$ cat src/sv/u8enc_pkg.sv
// Package with shared types, constants and the single-unit encoder function.
package u8enc_pkg;

    localparam int Q_DEPTH = 2;

    localparam logic [5:0]  HI_SURR_TAG = 6'b110110;
    localparam logic [5:0]  LO_SURR_TAG = 6'b110111;
    localparam logic [7:0]  RPL_BYTE    = 8'h3F;
    localparam logic [20:0] PLANE1_BASE = 21'h10000;
    localparam logic [15:0] MAX_1BYTE   = 16'h007F;
    localparam logic [15:0] MAX_2BYTE   = 16'h07FF;

    // Bytes of one unit's output, first byte in entry 0.
    typedef struct packed {
        logic [3:0][7:0] bytes;
        logic [3:0]      sub;
        logic [1:0]      last_idx;
    } t_job;

    typedef struct packed {
        logic [2:0][7:0] bytes;
        logic            sub0;
        logic [1:0]      cnt;
        logic            hold;
    } t_enc;

    function automatic t_enc encode_fresh(input logic [15:0] cu, input logic last);
        t_enc e;
        e = '0;
        if (cu[15:10] == HI_SURR_TAG) begin
            if (last) begin
                e.bytes[0] = RPL_BYTE;
                e.sub0     = 1'b1;
                e.cnt      = 2'd1;
            end else begin
                e.hold = 1'b1;
            end
        end else if (cu[15:10] == LO_SURR_TAG) begin
            e.bytes[0] = RPL_BYTE;
            e.sub0     = 1'b1;
            e.cnt      = 2'd1;
        end else if (cu <= MAX_1BYTE) begin
            e.bytes[0] = cu[7:0];
            e.cnt      = 2'd1;
        end else if (cu <= MAX_2BYTE) begin
            e.bytes[0] = {3'b110, cu[10:6]};
            e.bytes[1] = {2'b10, cu[5:0]};
            e.cnt      = 2'd2;
        end else begin
            e.bytes[0] = {4'b1110, cu[15:12]};
            e.bytes[1] = {2'b10, cu[11:6]};
            e.bytes[2] = {2'b10, cu[5:0]};
            e.cnt      = 2'd3;
        end
        return e;
    endfunction

endpackage

$ cat src/sv/utf16_to_utf8_encoder_top.sv
// Top level of the UTF-16 to UTF-8 encoder: front end, job queue and byte serializer.
//
//  Channel   Dir  tdata              tuser        tlast
//  s_axis    in   [15:0] code_unit   -            last_unit
//  m_axis    out  [7:0]  out_byte    substituted  run_end
//
// A code unit is taken every cycle while the job queue has room; the serializer sends
// one byte per cycle while the output is not stalled; a unit gives 1 to 4 bytes, a held
// high surrogate none. Bytes pass the queue, job register and output register.
// Reset is synchronous and active low and clears the held surrogate, queue and output.
// Either side may stall; the queue lets the input run ahead of a stalled output.
module utf16_to_utf8_encoder_top #(
    parameter int QUEUE_DEPTH = u8enc_pkg::Q_DEPTH
) (
    input  logic        i_clk,
    input  logic        i_rst_n,
    input  logic        s_axis_tvalid,
    output logic        s_axis_tready,
    input  logic [15:0] s_axis_tdata,   // [15:0] code_unit
    input  logic        s_axis_tlast,
    output logic        m_axis_tvalid,
    input  logic        m_axis_tready,
    output logic [7:0]  m_axis_tdata,   // [7:0] out_byte
    output logic        m_axis_tuser,   // [0] substituted
    output logic        m_axis_tlast
);
    import u8enc_pkg::*;

    logic push;
    logic full;
    logic pop;
    logic qvalid;
    t_job in_job;
    t_job out_job;

    u8enc_front u_front (
        .i_clk   (i_clk),
        .i_rst_n (i_rst_n),
        .i_valid (s_axis_tvalid),
        .o_ready (s_axis_tready),
        .i_unit  (s_axis_tdata),
        .i_last  (s_axis_tlast),
        .i_full  (full),
        .o_push  (push),
        .o_job   (in_job)
    );

    u8enc_queue #(
        .DEPTH (QUEUE_DEPTH)
    ) u_queue (
        .i_clk   (i_clk),
        .i_rst_n (i_rst_n),
        .i_push  (push),
        .i_job   (in_job),
        .o_full  (full),
        .i_pop   (pop),
        .o_valid (qvalid),
        .o_job   (out_job)
    );

    u8enc_back u_back (
        .i_clk    (i_clk),
        .i_rst_n  (i_rst_n),
        .i_qvalid (qvalid),
        .i_job    (out_job),
        .o_pop    (pop),
        .o_valid  (m_axis_tvalid),
        .i_ready  (m_axis_tready),
        .o_byte   (m_axis_tdata),
        .o_sub    (m_axis_tuser),
        .o_last   (m_axis_tlast)
    );

endmodule

$ cat src/sv/u8enc_front.sv
// Front end: accepts code units, tracks the held high surrogate and builds byte jobs.
module u8enc_front (
    input  logic            i_clk,
    input  logic            i_rst_n,
    input  logic            i_valid,
    output logic            o_ready,
    input  logic [15:0]     i_unit,
    input  logic            i_last,
    input  logic            i_full,
    output logic            o_push,
    output u8enc_pkg::t_job o_job
);
    import u8enc_pkg::*;

    logic        r_pend;
    logic [9:0]  r_pay;
    logic        accept;
    logic        is_lo;
    logic        pair;
    logic [20:0] cp;
    logic [2:0]  cnt;
    t_enc        fresh;

    assign o_ready = !i_full;
    assign accept  = i_valid && !i_full;
    assign is_lo   = (i_unit[15:10] == LO_SURR_TAG);
    assign pair    = r_pend && is_lo;
    assign fresh   = encode_fresh(i_unit, i_last);
    assign cp      = PLANE1_BASE + {1'b0, r_pay, i_unit[9:0]};

    always_comb begin
        o_job = '0;
        cnt   = '0;
        if (pair) begin
            o_job.bytes[0] = {5'b11110, cp[20:18]};
            o_job.bytes[1] = {2'b10, cp[17:12]};
            o_job.bytes[2] = {2'b10, cp[11:6]};
            o_job.bytes[3] = {2'b10, cp[5:0]};
            cnt            = 3'd4;
        end else if (r_pend) begin
            o_job.bytes[0] = RPL_BYTE;
            o_job.bytes[1] = fresh.bytes[0];
            o_job.bytes[2] = fresh.bytes[1];
            o_job.bytes[3] = fresh.bytes[2];
            o_job.sub      = {2'b00, fresh.sub0, 1'b1};
            cnt            = {1'b0, fresh.cnt} + 3'd1;
        end else begin
            o_job.bytes[0] = fresh.bytes[0];
            o_job.bytes[1] = fresh.bytes[1];
            o_job.bytes[2] = fresh.bytes[2];
            o_job.sub      = {3'b000, fresh.sub0};
            cnt            = {1'b0, fresh.cnt};
        end
        o_job.last_idx = 2'(cnt - 3'd1);
    end

    assign o_push = accept && (cnt != 3'd0);

    always_ff @(posedge i_clk) begin
        if (!i_rst_n) begin
            r_pend <= 1'b0;
        end else if (accept) begin
            r_pend <= fresh.hold && !pair;
        end
    end

    always_ff @(posedge i_clk) begin
        if (accept) begin
            r_pay <= i_unit[9:0];
        end
    end

endmodule

$ cat src/sv/u8enc_queue.sv
// Short job queue between the front end and the byte serializer.
module u8enc_queue #(
    parameter int DEPTH = u8enc_pkg::Q_DEPTH
) (
    input  logic            i_clk,
    input  logic            i_rst_n,
    input  logic            i_push,
    input  u8enc_pkg::t_job i_job,
    output logic            o_full,
    input  logic            i_pop,
    output logic            o_valid,
    output u8enc_pkg::t_job o_job
);
    import u8enc_pkg::*;

    localparam int AW = $clog2(DEPTH);
    localparam int CW = $clog2(DEPTH + 1);

    t_job          r_mem [DEPTH];
    logic [AW-1:0] r_wptr;
    logic [AW-1:0] r_rptr;
    logic [CW-1:0] r_cnt;
    logic          do_pop;

    assign o_full  = (r_cnt == CW'(DEPTH));
    assign o_valid = (r_cnt != '0);
    assign o_job   = r_mem[r_rptr];
    assign do_pop  = i_pop && o_valid;

    always_ff @(posedge i_clk) begin
        if (i_push) begin
            r_mem[r_wptr] <= i_job;
        end
    end

    always_ff @(posedge i_clk) begin
        if (!i_rst_n) begin
            r_wptr <= '0;
            r_rptr <= '0;
            r_cnt  <= '0;
        end else begin
            if (i_push) begin
                r_wptr <= (r_wptr == AW'(DEPTH - 1)) ? '0 : r_wptr + AW'(1);
            end
            if (do_pop) begin
                r_rptr <= (r_rptr == AW'(DEPTH - 1)) ? '0 : r_rptr + AW'(1);
            end
            if (i_push && !do_pop) begin
                r_cnt <= r_cnt + CW'(1);
            end else if (!i_push && do_pop) begin
                r_cnt <= r_cnt - CW'(1);
            end
        end
    end

endmodule

$ cat src/sv/u8enc_back.sv
// Back end: serializes each job into one output byte per beat through an output register.
module u8enc_back (
    input  logic            i_clk,
    input  logic            i_rst_n,
    input  logic            i_qvalid,
    input  u8enc_pkg::t_job i_job,
    output logic            o_pop,
    output logic            o_valid,
    input  logic            i_ready,
    output logic [7:0]      o_byte,
    output logic            o_sub,
    output logic            o_last
);
    import u8enc_pkg::*;

    t_job       r_job;
    logic [1:0] r_idx;
    logic       r_act;
    logic       r_ovld;
    logic [7:0] r_obyte;
    logic       r_osub;
    logic       r_olast;
    logic       slot_free;
    logic       load;
    logic       fin;

    assign slot_free = !r_ovld || i_ready;
    assign load      = r_act && slot_free;
    assign fin       = load && (r_idx == r_job.last_idx);
    assign o_pop     = i_qvalid && (!r_act || fin);

    always_ff @(posedge i_clk) begin
        if (!i_rst_n) begin
            r_act  <= 1'b0;
            r_ovld <= 1'b0;
            r_idx  <= '0;
        end else begin
            if (slot_free) begin
                r_ovld <= load;
            end
            if (o_pop) begin
                r_act <= 1'b1;
                r_idx <= '0;
            end else if (fin) begin
                r_act <= 1'b0;
            end else if (load) begin
                r_idx <= r_idx + 2'd1;
            end
        end
    end

    always_ff @(posedge i_clk) begin
        if (o_pop) begin
            r_job <= i_job;
        end
        if (load) begin
            r_obyte <= r_job.bytes[r_idx];
            r_osub  <= r_job.sub[r_idx];
            r_olast <= fin;
        end
    end

    assign o_valid = r_ovld;
    assign o_byte  = r_obyte;
    assign o_sub   = r_osub;
    assign o_last  = r_olast;

endmodule

$ cat config.mk
export PLATFORM = sky130hd
export DESIGN_NAME = utf16_to_utf8_encoder_top
export DESIGN_NICKNAME = d
export VERILOG_FILES = /design/src/sv/u8enc_pkg.sv /design/src/sv/utf16_to_utf8_encoder_top.sv /design/src/sv/u8enc_front.sv /design/src/sv/u8enc_queue.sv /design/src/sv/u8enc_back.sv
export SDC_FILE = /design/constraint.sdc
export NUM_CORES = 1
export LEC_CHECK = 0
export BUFFER_PORTS_ARGS = -buffer_cell sky130_fd_sc_hd__buf_2
export CORE_MARGIN = 4
export CORE_UTILIZATION = 50
export DETAILED_ROUTE_END_ITERATION = 16
export PLACE_DENSITY = 0.64
export SETUP_SLACK_MARGIN = 0.15
export SYNTH_ARGS = -nofsm -noshare
export SYNTH_HDL_FRONTEND = slang
export SYNTH_HIERARCHICAL = 1
export SYNTH_SLANG_ARGS = --single-unit
$ cat constraint.sdc
create_clock -name i_clk -period 7.4 [get_ports i_clk]
set_input_delay 0.74 -clock i_clk [delete_from_list [all_inputs] [get_ports i_clk]]
set_output_delay 0.74 -clock i_clk [all_outputs]
set_load 0.03 [all_outputs]
==> results.md <==
- Ranked by instance count, the synthesized netlist is headed by 134 x edfxtp_1, 38 x mux2_2, 21 x nand2_1.
- The worst register-to-register path begins at u_back/r_idx[0]$_SDFFE_PP0P_.
- The buffer and inverter count on the worst path is 2.
- The layer flagged by global routing as most heavily used is met2.
- Among the stages of the critical path, the cell type that occurs most often is ha_1.
- The worst setup path is launched from an input pin.
- The primary flip-flop cell chosen by synthesis mapping is edfxtp_1.
- Once the floorplan was initialized, standard cells occupied 51.2% of the core.
- The slowest library cell on the worst path is nor3_2.
- In this run the standard cell core region covers 12,000 µm².
- TritonCTS built the clock tree.
- Once detailed placement completed, the half-perimeter wirelength came to 7.50 mm.
- The type of the worst setup path is input pin to flip-flop.
- The post-route worst setup slack is 3.67 ns.
- The maximum net fanout on the critical path is 35.
- The number of synthesized flops with an enable pin is 134.
- The share of synthesized area spent on multiplexers is 10.8%.
- At the end of the flow, the number of nets in the layout was 453.
- The number of DRC markers in iteration 0 is 199.
- The number of distinct library cell variants in the gate-level netlist after synthesis is 62.
- The timing-limited maximum frequency is 0.268 GHz.
- The number of pins exceeding their max-slew limit in the final report is 0.
- Clock skew on the completed layout was measured at 0.00999 ns.
- The aggregate negative setup slack is 0 ns.
- The number of cells on the worst reg-to-reg path is 9.
- Registers take 4220 µm².
- The count of buffers added by post-CTS timing repair for setup is 0.
- The share of flip-flops with an asynchronous set or reset is 0%.
- The leading cell type by number of instances after synthesis is edfxtp_1.
- The worst hold path begins at u_back/r_act$_SDFFE_PN0P_.
- The worst hold path was traced through 2 stages.
- Port buffering added 32 buffers.
- The proportion of netlist area held by the largest area contributor is 65.4%.
- The clock reaches the later pin of the worst-skew pair after 0.41 ns.
- The total congestion overflow after global routing is 0.
- The first global-routing pass estimated 18.6 mm of wire.
- The highest ir drop seen on vdd is 160 µV.
- For this run, the number of Yosys warnings is 6.
- Sequential elements use 68.6% of the synthesized area.
- The die width is 119 µm.
- The number of global-route vias before repair is 3,312.
- The met1 demand-to-capacity share in global routing is 25.1%.
- The largest total area in the synthesized netlist belongs to edfxtp_1.
- After Yosys synthesis, full adders, half adders and majority gates account for 0.813% of the synthesized area.
- The via density per instance is 5.73.
- The layout has 946 filler cells.
- Ranked by total cell area, the synthesized netlist is headed by edfxtp_1 65%, mux2_2 7.0%, dfxtp_1 3.3%.
- The last weighted congestion value of the routability-driven placer is 0.935.
- The global-route total usage across every layer is 17.3%.
- The maximum buffer depth of the clock tree is 2.
- The final critical-path share of the clock period is 50.4%.
- Global routing consumed, on the met3 layer, 4.75% of the routing resources.
- The final worst hold slack is 0.508 ns.
- The total count of hold-check failures in the final report came to 0.
- The flip-flop and latch count after synthesis is 144.
- The total length of routed wires is 11.5 mm.
- The endpoint of the lowest-slack register-to-register path is u_queue/r_cnt[1]$_SDFFE_PN0P_.
- The total number of vias is 3,370.
- The endpoint arrival time on the critical path is 3.77 ns.
- Max-cap violations in this run came to 0.
- Clock tree synthesis selected as its root buffer the cell clkbuf_16.
- The cell family with the largest share of critical-path delay is simple AND/OR/NAND/NOR gates.
- The count of final setup violators is 0.
- The transition time of the tightest slew-check pin is 0.871 ns.
- The height of the die is 119 µm.
- In this run the static leakage power is 2.41 nW.
- The number of primary I/O pins is 33.
- After synthesis, the mean cell area works out to 15.8 µm².
- The count of hold-fix buffers inserted at cts is 0.
- The synthesized netlist devotes 8.85% of its cell area to compound gates.
- Across all register-to-register paths, the minimum setup slack is 4.31 ns.
- After Yosys synthesis, and, or, nand and nor cells account for 6.69% of the synthesized area.
- The first TritonRoute pass finished after 4 iterations.
- The H-tree level count is 4.
- Prior to clock tree synthesis, the placed netlist has a worst setup slack of 3.23 ns.
- In the final layout, the multi-input gates occupy 1780 µm².
- The worst slew slack as a fraction of its limit is 41.9%.
- Traced cell by cell, the critical path runs through buf_2, or3_4, nor3_2, nor2_2, ha_1, a31oi_1, ha_1, a21boi_0, nor2b_4, buf_4.
- The number of gates resized after CTS was 0.
- The layout-stage area growth over the synthesis result is 14.4%.
- Row generation in the floorplan step produced 40 rows.
- The number of antenna diodes in the final layout is 0.
- The detail route stage leaves a number of antenna-violating nets equal to 0.
- In this design, the stage delay of the slowest critical-path cell is 0.64 ns.
- The number of antenna violations at the first check in global routing is 0.
- The flow ran to the end, and the final reports show no timing, DRC or antenna violations.
- Setup repair after global routing left no endpoint under its margin.
- The routed length per instance is 19.5 µm.
- For met2 alone, demand over resource in global routing was 25.4%.
- The power density of the placed cells is 363 nW/µm².
- After synthesis the cells add up to 6150 µm².
- At the worst endpoint, the required time is 7.45 ns.
- The clock net sink count is 144.
- The endpoint class of the critical path is a flip-flop.
- For this run, design rule violations remaining after detail routing come to 0.
- The clock transition time at the flip-flop clock pins of the worst setup and hold paths is 0.06 ns.
- Cells with a size suffix above 1 make up 29.0% of the layout.
- By area, the combinational part of the netlist is dominated by multiplexers.
- The worst-case hold path end point is u_back/o_valid$_SDFFE_PN0N_.
- TritonCTS created 17 clock buffers.
- The class of the tightest hold or removal check is flip-flop to flip-flop.
- Cells fill 58.6% of the core in the end.
- The shortest period the worst path allows is 3.73 ns.
- The floorplan step defined a die boundary enclosing 14,100 µm².
- The xor and xnor fraction of the mapped netlist area is 1.28%.
- Counting every instance in the synthesized netlist gives 390.
- Entering global routing, the biggest net connects 47 pins.
-- worst reg2reg max path, delay by kind of cell (launching register included) --
family / cells / cell delay, ns
compound gates: 3 / 0.60
buf+inv: 1 / 0.44
flops: 1 / 0.89
xor+xnor: 1 / 0.19
simple gates: 3 / 0.56
fa+ha+maj: 1 / 0.36
-- report_power, final --
group / internal [mW] / switching, mW
clock network: 0.534 / 0.332
registers: 1.15 / 0.0704
logic: 0.199 / 0.272
-- logic make-up (layout without fill, tap and decap cells) --
group	count (synthesis)	count (layout)
buf+inv	33	81
flops	144	144
other cells	1	4
compound gates	76	76
simple gates	74	74
xor+xnor	9	9
fa+ha+maj	4	4
mux	49	49
-- state kept, by name (all words and copies together) (netlist names), 2 cells and up, named ones only --
register,count
u_back/r_job,38
u_back/r_idx,2
u_back/o_byte,8
u_queue/r_mem,76
u_queue/r_cnt,2
u_front/r_pay,10
-- worst max-delay path by stage --
stage / startpoint / to / slack (ns) / cells past startpoint
after global placement: s_axis_tdata[15] / u_queue/r_mem[0][31]$_DFFE_PP_ / 3.29 / 10
after floorplan: s_axis_tdata[10] / u_queue/r_mem[0][0]$_DFFE_PP_ / 2.56 / 9
after global routing: s_axis_tdata[15] / u_queue/r_mem[0][16]$_DFFE_PP_ / 3.41 / 10
after CTS: s_axis_tdata[15] / u_queue/r_mem[0][16]$_DFFE_PP_ / 3.66 / 10
final: s_axis_tdata[15] / u_queue/r_mem[0][9]$_DFFE_PP_ / 3.67 / 10
after detailed placement: s_axis_tdata[15] / u_queue/r_mem[0][32]$_DFFE_PP_ / 3.23 / 10
-- layout make-up --
class / count / area share [%]
inverter: 11 / 0.586
sequential: 144 / 60.0
tap: 147 / 2.61
timing repair buffer: 38 / 2.91
clock inverter: 15 / 2.59
multi-input combinational: 216 / 25.3
clock buffer: 17 / 6.04
-- metrics by stage --
step	area (µm²)	total power [mW]	std cells
6_report	7040	2.55	588
5_1_grt	7040	2.67	588
2_1_floorplan	6160	1.58	393
4_1_cts	7040	2.58	588
3_3_place_gp	6430	1.70	556
3_5_place_dp	6430	1.72	556
-- cells in the final DEF, fill, tap and decap left out, drive strengths merged, types with 4 or more instances in the layout --
cell type / count
edfxtp: 134
mux2: 39
buf: 38
nand2: 21
clkbuf: 17
inv: 16
o21ai: 15
a31oi: 13
nor2: 13
a21oi: 11
dfxtp: 10
mux4: 9
and3: 8
clkinvlp: 6
xnor2: 6
and2: 6
nor2b: 6
a221oi: 5
nor3: 5
o21a: 4
ha: 4
conb: 4
a21boi: 4
-- metal layers --
metal | part of all wire, % | up-vias
met1 | 49 | 1680
met5 | 0 | -
li1 | - | 1601
met3 | 4.1 | 9
met4 | 1.0 | 0
met2 | 46 | 80
Note: power is estimated with default switching activity, not from simulation.
